==> config.mk <==
export PLATFORM = sky130hd
export DESIGN_NAME = ictr_ram
export DESIGN_NICKNAME = d
export VERILOG_FILES = /design/src/hdl/ictr_ram.sv
export SDC_FILE = /design/constraint.sdc
export NUM_CORES = 1
export LEC_CHECK = 0
export ABC_AREA = 1
export BUFFER_PORTS_ARGS = -buffer_cell sky130_fd_sc_hd__buf_2
export CAP_MARGIN = 20
export CORE_MARGIN = 2
export CORE_UTILIZATION = 30
export DETAILED_ROUTE_END_ITERATION = 8
export HOLD_SLACK_MARGIN = 0.15
export PLACE_DENSITY = 0.44
export SYNTH_ARGS = -nofsm -noshare
export SYNTH_HDL_FRONTEND = slang
export SYNTH_SLANG_ARGS = --single-unit
export TNS_END_PERCENT = 1
==> constraint.sdc <==
create_clock -name clock -period 2 [get_ports clock]
set_clock_uncertainty 0.2 [all_clocks]
set_input_delay 0.3 -clock clock [delete_from_list [all_inputs] [get_ports clock]]
set_output_delay 0.3 -clock clock [all_outputs]
set_load 0.03 [all_outputs]
==> src/hdl/ictr_ram.sv <==
// ----------------------------------------------------------------------------
// Event store RAM
// Simple dual-port RAM, one write and one registered read per cycle.
// ----------------------------------------------------------------------------
module ictr_ram #(
   parameter int WIDTH = 8,
   parameter int DEPTH = 16
) (
   input  logic                     clock,
   input  logic                     wr_en,
   input  logic [$clog2(DEPTH)-1:0] wr_addr,
   input  logic [WIDTH-1:0]         wr_data,
   input  logic [$clog2(DEPTH)-1:0] rd_addr,
   output logic [WIDTH-1:0]         rd_data
);

   logic [WIDTH-1:0] mem [DEPTH];

   always_ff @(posedge clock) begin
      if (wr_en) begin
         mem[wr_addr] <= wr_data;
      end
   end

   always_ff @(posedge clock) begin
      rd_data <= mem[rd_addr];
   end

endmodule

==> flow_summary.ini <==
[synth]
ys_types = 12
synthCells = 551
yosys_warnings = 0
yosysTopAreaCellShare = 0.6665
ys_top_cells_by_count = 173 x nand2_1, 128 x edfxtp_1, 100 x inv_1
synth_top_area_cell = edfxtp_1
synthesis.area_sq_um = 5767
synth.most_common_cell = nand2_1
ys.flop_type = edfxtp_1
synth-seq-cells = 136
async_reset_ff_frac = 0
synth_edf_count = 128
yosysSeqAreaShare = 0.6943
synth_nets = 569
syn_area_per_cell_sq_um = 10.47
synth_area_leaders = edfxtp_1 67%, nand2_1 11%, nand3_1 8.4%

[global_routing]
grt_usage = 0.1505
grt_pass1_vias = 3798
grt_pass1_wl_um = 22270
grt_remaining_overflow = 0
grt_start_max_net_pins = 53
grt_antenna_before_repair = 0

[setup_path]
cp_num_buf_inv = 1
crit_family = flip-flops
crit_required_ns = 1.50
crit_fanout = 1
end_kind = primary output
worstPathArrival_ns = 0.97
crit_chain = buf_2
cpMaxStageDelayCell = dfxtp_1
slowest_delay_ns = 0.34
start_kind = flop
path_class = reg2out

[floorplanning]
start_util = 0.3073
coreArea_sq_um = 18770
die_y_um = 142.6
num_rows = 50
die_x_um = 142.6
ios = 26
die_area_sq_um = 20350

[layout]
n_fill_cell = 1861
n_antenna_cell = 0
layout-drive-gt1-share = 0.1331
finalNetCount = 621
seq_area_sq_um = 4004
multi_input_area_sq_um = 1214
post_layout_nonfiller_instances = 850
layout-area-overhead-vs-synth_pct = 21.33

[sta]
min_period_ns = 1.468
clock.fmax_mhz = 681.4
rsz0062_at_grt = false
setup_tns_ns = 0
slew_headroom = 0.7285
drv_slew = 0
hold_violations = 0
worstMarginPinSlew_ns = 0.4073
timing.final.crit_share = 0.7338
setup-violations-final = 0

[clock_tree]
cts_setup_buffers = 0
cts_tree = done
cts-htree-levels = 4
cts_max_path_buffers = 2
cts-root-buf = clkbuf_16
clkSinkCount = 136
path_clk_slew_ns = 0.06
clock_latency_ns = 0.42
cts_buffers = 17

[power_and_ir_drop]
ir_worst_vdd_v = 0.0005748
power_density_nw_per_um2 = 1027
p_leak_nw = 3.019

[routing]
antenna_left = 0
drt-wirelength-per-cell_um = 16.66
drt_wl_total_um = 14160
vias_per_cell = 4.498
drt_pre_antenna_iters = 4
drt_iter0_drc = 288
drc = 0
vias = 3823

[place]
post-dp-hpwl_um = 8973
io_buffer_count = 25
dp.cells = 810
gp_congestion = 0.7770

[worst_hold_path]
hold_path_class = in2reg

[job]
drv_cap = 0

[status]
outcome = complete, no violations
[worst reg2reg max path, delay by kind of cell, from the launching register on]
| family | cells | cell delay (ns) |
|---|---|---|
| buf+inv | 1 | 0.07 |
| simple gates | 5 | 0.52 |
| flops | 1 | 0.36 |
[cells by family (layout without fill, tap and decap cells)]
kind of cell,count (synthesis),after routing,share of synthesized area
buf+inv,126,191,0.09525
flops,136,136,0.6943
simple gates,289,289,0.2105
[report_power, final]
part	internal, mW	switching [mW]
combinational	0.136	0.315
clock	2.37	1.17
sequential	3.19	0.0190
[metal layers]
metal	vias to the layer above	track usage	part of all wire
met5	-	0	0
met4	0	0.06253	0.026
met3	27	0.03018	0.036
met2	85	0.2373	0.47
met1	1835	0.2034	0.47
li1	1876	-	-
[per-stage QoR]
stage,hold WS [ns],setup slack (ns),power (mW),cell area [sq um],util
6_report,0.1370,0.5325,7.189,6997,0.3728
5_1_grt,0.1708,0.4902,7.420,6997,0.3728
3_5_place_dp,0.4413,0.3053,3.715,6248,0.3329
3_3_place_gp,0.4437,0.3181,3.715,6248,0.3329
2_1_floorplan,0.1989,0.5492,3.523,5767,-
4_1_cts,0.1542,0.5020,7.251,6997,0.3728
[state kept, by name, summed over array words and instances, names as in the netlist]
register	count
mem	128
rd_data	8
[layout by cell type (no fill, tap or decap)]
cell type,n
dfxtp_1,8
clkbuf_8,1
clkinv_2,4
buf_12,4
nand2_1,173
nor2_1,17
clkbuf_1,1
inv_1,100
dlygate4sd3_1,8
inv_6,1
clkbuf_16,17
nand3b_1,2
buf_2,25
buf_4,20
edfxtp_1,128
bufinv_16,6
inv_2,2
clkinvlp_4,1
nand3_1,97
clkinv_4,1
[final timing paths]
kind	slack (ns)	endpoint	startpoint	depth (start not counted)
worst max-delay path	0.53	rd_data[6]	rd_data[6]	1
worst min register to register	0.45	rd_data[3]	mem[10][3]	6
worst max register to register	0.75	rd_data[2]	mem[1][2]	6
worst min-delay path	0.14	mem[10][2]	wr_data[2]	1
[cell type report]
type / count / share of cell area
Sequential cell: 136 / 0.5722
Multi-Input combinational cell: 289 / 0.1735
Clock buffer: 19 / 0.06330
Timing Repair Buffer: 57 / 0.06223
Inverter: 102 / 0.05472
Tap cell: 234 / 0.04185
Clock inverter: 13 / 0.03219
[timing repair]
item | 4_1_cts | 5_1_grt
hold buffers | 8 | 0
hold endpoints to repair | 112 | 0
resized for setup | 0 | 0
Power figures use the tool's default switching activity.
